--- config.mk ---
export PLATFORM = sky130hd
export DESIGN_NAME = touch_gesture_classifier_top
export DESIGN_NICKNAME = d
export VERILOG_FILES = /design/src/rtl/tgc_pkg.sv /design/src/rtl/tgc_core.sv /design/src/rtl/tgc_out_buf.sv /design/src/rtl/touch_gesture_classifier_top.sv
export SDC_FILE = /design/constraint.sdc
export NUM_CORES = 1
export LEC_CHECK = 0
export BUFFER_PORTS_ARGS = -buffer_cell sky130_fd_sc_hd__buf_2
export CAP_MARGIN = 20
export CORE_UTILIZATION = 50
export DETAILED_ROUTE_END_ITERATION = 8
export GPL_TIMING_DRIVEN = 0
export PLACE_DENSITY = 0.67
export SLEW_MARGIN = 10
export SYNTH_ARGS = -nofsm -noshare
export SYNTH_HDL_FRONTEND = slang
export SYNTH_HIERARCHICAL = 1
export SYNTH_SLANG_ARGS = --single-unit
--- constraint.sdc ---
create_clock -name clk -period 25 [get_ports clk]
set_input_delay 1.25 -clock clk [delete_from_list [all_inputs] [get_ports clk]]
set_output_delay 1.25 -clock clk [all_outputs]
set_load 0.01 [all_outputs]
--- src/rtl/tgc_pkg.sv ---
// Package with the shared types, codes and helpers of the touch gesture classifier.
`timescale 1ns / 1ps
package tgc_pkg;

  // Coordinate width of the touch panel.
  localparam int COORD_BITS = 12;
  // Peak travel holds the full Manhattan distance with headroom.
  localparam int TRAVEL_BITS = COORD_BITS + 2;

  // Gesture codes.
  localparam logic [2:0] KIND_NONE  = 3'd0;
  localparam logic [2:0] KIND_TAP   = 3'd1;
  localparam logic [2:0] KIND_LONG  = 3'd2;
  localparam logic [2:0] KIND_LEFT  = 3'd3;
  localparam logic [2:0] KIND_RIGHT = 3'd4;
  localparam logic [2:0] KIND_UP    = 3'd5;
  localparam logic [2:0] KIND_DOWN  = 3'd6;

  // Configuration register indexes.
  localparam logic [2:0] REG_DEBOUNCE   = 3'd0;
  localparam logic [2:0] REG_LONG_TIME  = 3'd1;
  localparam logic [2:0] REG_LONG_SLOP  = 3'd2;
  localparam logic [2:0] REG_SWIPE_TOUT = 3'd3;
  localparam logic [2:0] REG_SWIPE_THR  = 3'd4;

  // Input sample.
  typedef struct packed {
    logic                  touching;
    logic [COORD_BITS-1:0] pos_x;
    logic [COORD_BITS-1:0] pos_y;
    logic [31:0]           time_ms;
  } tgc_in_t;

  // Result item.
  typedef struct packed {
    logic [2:0]            kind;
    logic [COORD_BITS-1:0] origin_x;
    logic [COORD_BITS-1:0] origin_y;
  } tgc_out_t;

  // Configuration register set.
  typedef struct packed {
    logic [15:0] debounce_window;
    logic [15:0] long_press_time;
    logic [12:0] long_press_slop;
    logic [15:0] swipe_timeout;
    logic [12:0] swipe_threshold;
  } tgc_cfg_t;

  // Touch tracking status seen by the top level.
  typedef struct packed {
    logic is_down;
    logic has_fired;
  } tgc_status_t;

  // Absolute difference of two coordinates.
  function automatic logic [COORD_BITS-1:0] absdiff(input logic [COORD_BITS-1:0] a,
                                                    input logic [COORD_BITS-1:0] b);
    absdiff = (a >= b) ? (a - b) : (b - a);
  endfunction

endpackage

--- src/rtl/tgc_core.sv ---
// Touch tracking state and single-pass gesture classification.
`timescale 1ns / 1ps
module tgc_core (
  input  logic                 clk,
  input  logic                 rst_n,
  input  logic                 sample_fire,
  input  tgc_pkg::tgc_in_t     sample,
  input  tgc_pkg::tgc_cfg_t    cfg,
  output tgc_pkg::tgc_out_t    result,
  output tgc_pkg::tgc_status_t status
);
  import tgc_pkg::*;

  logic                   is_down_r, is_down_nxt;
  logic                   has_fired_r, has_fired_nxt;
  logic [TRAVEL_BITS-1:0] peak_travel_r, peak_travel_nxt;
  logic [COORD_BITS-1:0]  start_px_r, start_px_nxt;
  logic [COORD_BITS-1:0]  start_py_r, start_py_nxt;
  logic [COORD_BITS-1:0]  recent_px_r, recent_px_nxt;
  logic [COORD_BITS-1:0]  recent_py_r, recent_py_nxt;
  logic [31:0]            press_time_r, press_time_nxt;
  logic [31:0]            lift_time_r, lift_time_nxt;

  logic [31:0]            since_lift;
  logic [31:0]            held;
  logic                   bounced;
  logic [TRAVEL_BITS-1:0] travel;
  logic [TRAVEL_BITS-1:0] peak_upd;
  logic [COORD_BITS-1:0]  adx;
  logic [COORD_BITS-1:0]  ady;
  logic                   far_move;
  logic                   abandoned;

  // Shared time and distance terms.
  assign since_lift = sample.time_ms - lift_time_r;
  assign held       = sample.time_ms - press_time_r;
  assign bounced    = (lift_time_r != 32'd0) && (since_lift < {16'd0, cfg.debounce_window});
  assign travel     = TRAVEL_BITS'(absdiff(sample.pos_x, start_px_r))
                    + TRAVEL_BITS'(absdiff(sample.pos_y, start_py_r));
  assign peak_upd   = (travel > peak_travel_r) ? travel : peak_travel_r;
  assign adx        = absdiff(recent_px_r, start_px_r);
  assign ady        = absdiff(recent_py_r, start_py_r);
  assign far_move   = ({1'b0, adx} > 13'(cfg.swipe_threshold))
                   || ({1'b0, ady} > 13'(cfg.swipe_threshold));
  assign abandoned  = (held > {16'd0, cfg.swipe_timeout}) && far_move;

  // Next state and result for one sample.
  always_comb begin
    is_down_nxt     = is_down_r;
    has_fired_nxt   = has_fired_r;
    peak_travel_nxt = peak_travel_r;
    start_px_nxt    = start_px_r;
    start_py_nxt    = start_py_r;
    recent_px_nxt   = recent_px_r;
    recent_py_nxt   = recent_py_r;
    press_time_nxt  = press_time_r;
    lift_time_nxt   = lift_time_r;
    result          = '0;
    if (sample.touching && !is_down_r) begin
      // A new touch starts unless it lands inside the debounce window.
      if (!bounced) begin
        is_down_nxt     = 1'b1;
        has_fired_nxt   = 1'b0;
        peak_travel_nxt = '0;
        start_px_nxt    = sample.pos_x;
        start_py_nxt    = sample.pos_y;
        recent_px_nxt   = sample.pos_x;
        recent_py_nxt   = sample.pos_y;
        press_time_nxt  = sample.time_ms;
      end
    end else if (sample.touching && is_down_r) begin
      // Finger held: track travel and fire a long press once.
      recent_px_nxt   = sample.pos_x;
      recent_py_nxt   = sample.pos_y;
      peak_travel_nxt = peak_upd;
      if (!has_fired_r && (peak_upd <= TRAVEL_BITS'(cfg.long_press_slop))
          && (held >= {16'd0, cfg.long_press_time})) begin
        has_fired_nxt   = 1'b1;
        result.kind     = KIND_LONG;
        result.origin_x = start_px_r;
        result.origin_y = start_py_r;
      end
    end else if (!sample.touching && is_down_r) begin
      // Release: tap or swipe along the dominant axis, none if abandoned.
      is_down_nxt   = 1'b0;
      lift_time_nxt = sample.time_ms;
      if (!has_fired_r) begin
        result.origin_x = start_px_r;
        result.origin_y = start_py_r;
        if (abandoned) begin
          result.kind = KIND_NONE;
        end else if (adx > ady) begin
          if ({1'b0, adx} >= 13'(cfg.swipe_threshold)) begin
            result.kind = (recent_px_r < start_px_r) ? KIND_LEFT : KIND_RIGHT;
          end else begin
            result.kind = KIND_TAP;
          end
        end else begin
          if ({1'b0, ady} >= 13'(cfg.swipe_threshold)) begin
            result.kind = (recent_py_r < start_py_r) ? KIND_UP : KIND_DOWN;
          end else begin
            result.kind = KIND_TAP;
          end
        end
      end
    end
  end

  // State registers, updated on each accepted sample.
  always_ff @(posedge clk) begin
    if (!rst_n) begin
      is_down_r     <= 1'b0;
      has_fired_r   <= 1'b0;
      peak_travel_r <= '0;
      start_px_r    <= '0;
      start_py_r    <= '0;
      recent_px_r   <= '0;
      recent_py_r   <= '0;
      press_time_r  <= '0;
      lift_time_r   <= '0;
    end else if (sample_fire) begin
      is_down_r     <= is_down_nxt;
      has_fired_r   <= has_fired_nxt;
      peak_travel_r <= peak_travel_nxt;
      start_px_r    <= start_px_nxt;
      start_py_r    <= start_py_nxt;
      recent_px_r   <= recent_px_nxt;
      recent_py_r   <= recent_py_nxt;
      press_time_r  <= press_time_nxt;
      lift_time_r   <= lift_time_nxt;
    end
  end

  assign status.is_down   = is_down_r;
  assign status.has_fired = has_fired_r;

endmodule

--- src/rtl/tgc_out_buf.sv ---
// Two-entry result buffer: output register plus skid register.
`timescale 1ns / 1ps
module tgc_out_buf (
  input  logic              clk,
  input  logic              rst_n,
  input  logic              push,
  input  tgc_pkg::tgc_out_t push_data,
  output logic              full,
  output logic              out_valid,
  input  logic              out_stall,
  output tgc_pkg::tgc_out_t out_data
);
  import tgc_pkg::*;

  logic     out_valid_r, out_valid_nxt;
  logic     skid_valid_r, skid_valid_nxt;
  tgc_out_t out_data_r, out_data_nxt;
  tgc_out_t skid_data_r, skid_data_nxt;
  logic     head_free;

  assign head_free = !out_valid_r || !out_stall;

  // Refill the head from the skid first, else from the new request.
  always_comb begin
    out_valid_nxt  = out_valid_r;
    out_data_nxt   = out_data_r;
    skid_valid_nxt = skid_valid_r;
    skid_data_nxt  = skid_data_r;
    if (head_free) begin
      if (skid_valid_r) begin
        out_valid_nxt  = 1'b1;
        out_data_nxt   = skid_data_r;
        skid_valid_nxt = 1'b0;
      end else begin
        out_valid_nxt = push;
        out_data_nxt  = push_data;
      end
    end else if (push) begin
      skid_valid_nxt = 1'b1;
      skid_data_nxt  = push_data;
    end
  end

  // Control flags reset; payload registers do not.
  always_ff @(posedge clk) begin
    if (!rst_n) begin
      out_valid_r  <= 1'b0;
      skid_valid_r <= 1'b0;
    end else begin
      out_valid_r  <= out_valid_nxt;
      skid_valid_r <= skid_valid_nxt;
    end
  end

  always_ff @(posedge clk) begin
    out_data_r  <= out_data_nxt;
    skid_data_r <= skid_data_nxt;
  end

  assign full      = skid_valid_r;
  assign out_valid = out_valid_r;
  assign out_data  = out_data_r;

endmodule

--- src/rtl/touch_gesture_classifier_top.sv ---
// Top level of the touch gesture classifier: config registers, core and result buffer.
//
//   Channel | Direction | Handshake             | Payload
//   in_     | input     | in_valid / in_stall   | tgc_in_t (touching, pos_x, pos_y, time_ms)
//   out_    | output    | out_valid / out_stall | tgc_out_t (kind, origin_x, origin_y)
//   cfg_    | input     | cfg_valid / cfg_ready | cfg_index (3b), cfg_data (16b)
//
// Each sample yields one result, registered once its request is taken; one sample per cycle
// is sustained while in_stall is low, set by the core's single compare-and-update pass.
// Reset (rst_n low, synchronous) clears the touch state and loads the default register set.
// The two-entry result buffer takes requests while one result waits; in_stall rises only
// when both entries are held by a stalled output. Config writes are always ready.
`timescale 1ns / 1ps
module touch_gesture_classifier_top (
  input  logic              clk,
  input  logic              rst_n,
  input  logic              in_valid,
  output logic              in_stall,
  input  tgc_pkg::tgc_in_t  in_data,
  output logic              out_valid,
  input  logic              out_stall,
  output tgc_pkg::tgc_out_t out_data,
  input  logic              cfg_valid,
  output logic              cfg_ready,
  input  logic [2:0]        cfg_index,
  input  logic [15:0]       cfg_data
);
  import tgc_pkg::*;

  tgc_cfg_t    cfg_r;
  tgc_out_t    core_result;
  tgc_status_t status;
  logic        buf_full;
  logic        in_fire;

  assign cfg_ready = 1'b1;
  assign in_stall  = buf_full;
  assign in_fire   = in_valid && !buf_full;

  // Configuration registers.
  always_ff @(posedge clk) begin
    if (!rst_n) begin
      cfg_r.debounce_window <= 16'd50;
      cfg_r.long_press_time <= 16'd600;
      cfg_r.long_press_slop <= 13'd20;
      cfg_r.swipe_timeout   <= 16'd500;
      cfg_r.swipe_threshold <= 13'd60;
    end else if (cfg_valid && cfg_ready) begin
      case (cfg_index)
        REG_DEBOUNCE:   cfg_r.debounce_window <= cfg_data;
        REG_LONG_TIME:  cfg_r.long_press_time <= cfg_data;
        REG_LONG_SLOP:  cfg_r.long_press_slop <= cfg_data[12:0];
        REG_SWIPE_TOUT: cfg_r.swipe_timeout   <= cfg_data;
        REG_SWIPE_THR:  cfg_r.swipe_threshold <= cfg_data[12:0];
        default: ;
      endcase
    end
  end

  // Classification core.
  tgc_core u_core (
    .clk         (clk),
    .rst_n       (rst_n),
    .sample_fire (in_fire),
    .sample      (in_data),
    .cfg         (cfg_r),
    .result      (core_result),
    .status      (status)
  );

  // Result buffer.
  tgc_out_buf u_out_buf (
    .clk       (clk),
    .rst_n     (rst_n),
    .push      (in_fire),
    .push_data (core_result),
    .full      (buf_full),
    .out_valid (out_valid),
    .out_stall (out_stall),
    .out_data  (out_data)
  );

  // A full buffer always has its head occupied.
  assert property (@(posedge clk) disable iff (!rst_n) buf_full |-> out_valid)
    else $error("skid entry held while output register is empty");

  // A long press leaves the touch down and marked as fired.
  assert property (@(posedge clk) disable iff (!rst_n)
    (in_fire && core_result.kind == KIND_LONG) |=> (status.is_down && status.has_fired))
    else $error("long press did not mark the touch as fired");

  // A tap or swipe only comes from a release.
  assert property (@(posedge clk) disable iff (!rst_n)
    (in_fire && core_result.kind != KIND_NONE && core_result.kind != KIND_LONG)
      |=> !status.is_down)
    else $error("tap or swipe reported while touch still down");

  // A long press needs an active touch that had not fired yet.
  assert property (@(posedge clk) disable iff (!rst_n)
    (in_fire && core_result.kind == KIND_LONG) |-> (status.is_down && !status.has_fired))
    else $error("long press fired without an eligible touch");

endmodule
==> summary.txt <==
Run status -> completed
Gr usage total -> 27.53%
Syn-to-layout area delta -> 11.13%
Routed Antenna Nets -> 0
Mapped cell area -> 21620 um^2
Wire length per cell -> 18.69 um
# fillers -> 3930
Critical Path Source Type -> input port
Post-Syn Nets -> 2875
Fmax -> 85.48 MHz
Static Leak -> 10.83 nW
FF-to-FF setup slack -> 13570 ps
Vias per cell -> 5.621
Hold-fix buffers at CTS -> 0
I/O pin count -> 111
Die area -> 44090 um^2
Num CTS Buffers -> 31
Die outline height -> 210.0 um
Largest net degree at the start of global routing -> 18
Commonest non-fill, non-tap cell in the layout -> ha_1
GPL Wtd Cong -> 0.9669
Initial antenna violation count -> 0
Worst path max stage delay -> 770 ps
Clock transition at the registers of the reported paths -> 60 ps
Hold_ws -> 451.2 ps
Setup CP Type -> in -> reg
First drt pass iteration count -> 5
Worst-path fanout max -> 10
Final WS setup -> 13300 ps
Hold wc startpoint -> u_core/peak_travel_r[11]$_SDFFE_PN0P_
Syn avg cell area -> 8.633 um^2
Final global-route overflow total -> 0
Power Density -> 74.32 nW/um^2
Core Region -> 42320 um^2
Vias in the first global route -> 18040
Cells after synthesis -> 2505
Post-CTS setup buffer count -> 0
Number of antenna diodes -> 0
WHS Path Cells -> 2
Clock tree buffer depth -> 3
HPWL after DPL -> 49370 um
Synth warn -> 6
Most used cell along the critical path -> a21oi_1
Critical Path End Type -> register
Dpl ws -> 12910 ps
Nets -> 3020
Slowest CP cell -> a31oi_1
Clk sinks -> 258
Fin crit share -> 46.79%
Die width -> 210.0 um
Max-slew headroom -> 31.14%
Worst skew pair latency -> 590 ps
Tmin final -> 11700 ps
CTS tree -> done
Most frequent cells in the layout -> ha_1, inv_1, nand2_1
Max_cap viols -> 0
CP arrival -> 12150 ps
Clock skew -> 16.20 ps
Pins over their slew limit -> 0
Total power -> 1.786 mW
Storage element area -> 5705 um^2
Root buffer cell -> clkbuf_16
Vias -> 18281
First-pass GRT wire length -> 96760 um
DRT Wirelength -> 60800 um
Final hold vios -> 0
Worst-case reg-to-reg path depth -> 43
Actual slew at the worst max-slew pin -> 1033 ps
Starting Density -> 51.10%
Setup TNS Final -> 0 ps
Layout cell share with drive strength beyond 1 -> 9.196%
Hold Path Class -> reg -> reg
Final Core Density -> 56.78%
DRC viols -> 0
WP data required -> 25450 ps
CP Launch Point -> in_data[44]
Final Setup Violations -> 0
DR iter-0 viols -> 968
Area occupied by multi-input gates -> 14350 um^2
Post-CTS resize count -> 0
RSZ-0062 raised after global routing -> false
R2r startpoint -> u_core/start_px_r[1]$_SDFFE_PN0P_
Std cell rows -> 75
H-Tree Level Count -> 1
IO buf count -> 109
Peak VDD IR -> 0.05236 mV
[power by group]
part	switching, mW	internal [mW]
sequential	0.0122	0.445
combinational	0.495	0.347
clock	0.185	0.301
total	0.692	1.09
[worst max-delay path: cells and delay by family]
kind,cells,cell delay [ps]
AOI/OAI and AO/OA,25,5870
adders and majority gates,5,1530
muxes,3,1020
xor gates and xnor gates,1,160
and+or+nand+nor,6,790
buffers and inverters,6,1480
[stage by stage]
step	area, um^2	std cells
3_3_place_gp	22890	3191
5_1_grt	24030	3252
4_1_cts	24030	3252
6_report	24030	3252
3_5_place_dp	22940	3194
2_1_floorplan	21620	2505
[sequential cells by signal, summed over array words and instances (netlist names), 12 cells and up]
signal and count:
u_out_buf/out_data 27, u_core/recent_py_r 12, u_core/peak_travel_r 14, u_core/press_time_r 32, u_out_buf/skid_data_r 27, cfg_r 74
u_core/start_px_r 12, u_core/start_py_r 12, u_core/recent_px_r 12, u_core/lift_time_r 32
[worst paths after layout]
| kind | endpoint |
|---|---|
| worst max-delay path | u_out_buf/out_data[4]$_DFFE_PP_ |
| worst min-delay path | u_core/peak_travel_r[11]$_SDFFE_PN0P_ |
| worst max register to register | u_out_buf/out_data[4]$_DFFE_PP_ |
| worst min register to register | u_core/peak_travel_r[11]$_SDFFE_PN0P_ |
[per-layer routing]
| metal | wire length, um | share of wire, % | vias up | global-route usage [%] |
|---|---|---|---|---|
| li1 | - | - | 9089 | - |
| met1 | 27710 | 46 | 8671 | 35.38 |
| met2 | 28820 | 47 | 421 | 48.08 |
| met3 | 2083 | 3.4 | 100 | 2.682 |
| met4 | 2182 | 3.6 | 0 | 9.464 |
| met5 | 0 | 0 | - | 0 |
[final cells by class]
class,count,share of cell area [%]
Buffer,102,2.265
Inverter,274,4.280
Clock buffer,44,3.598
Multi-Input combinational cell,1871,59.72
Tap cell,577,3.004
Sequential cell,258,23.74
Clock inverter,14,0.9320
Timing Repair Buffer,112,2.463
No activity file was read; power rests on OpenSTA's default activity.
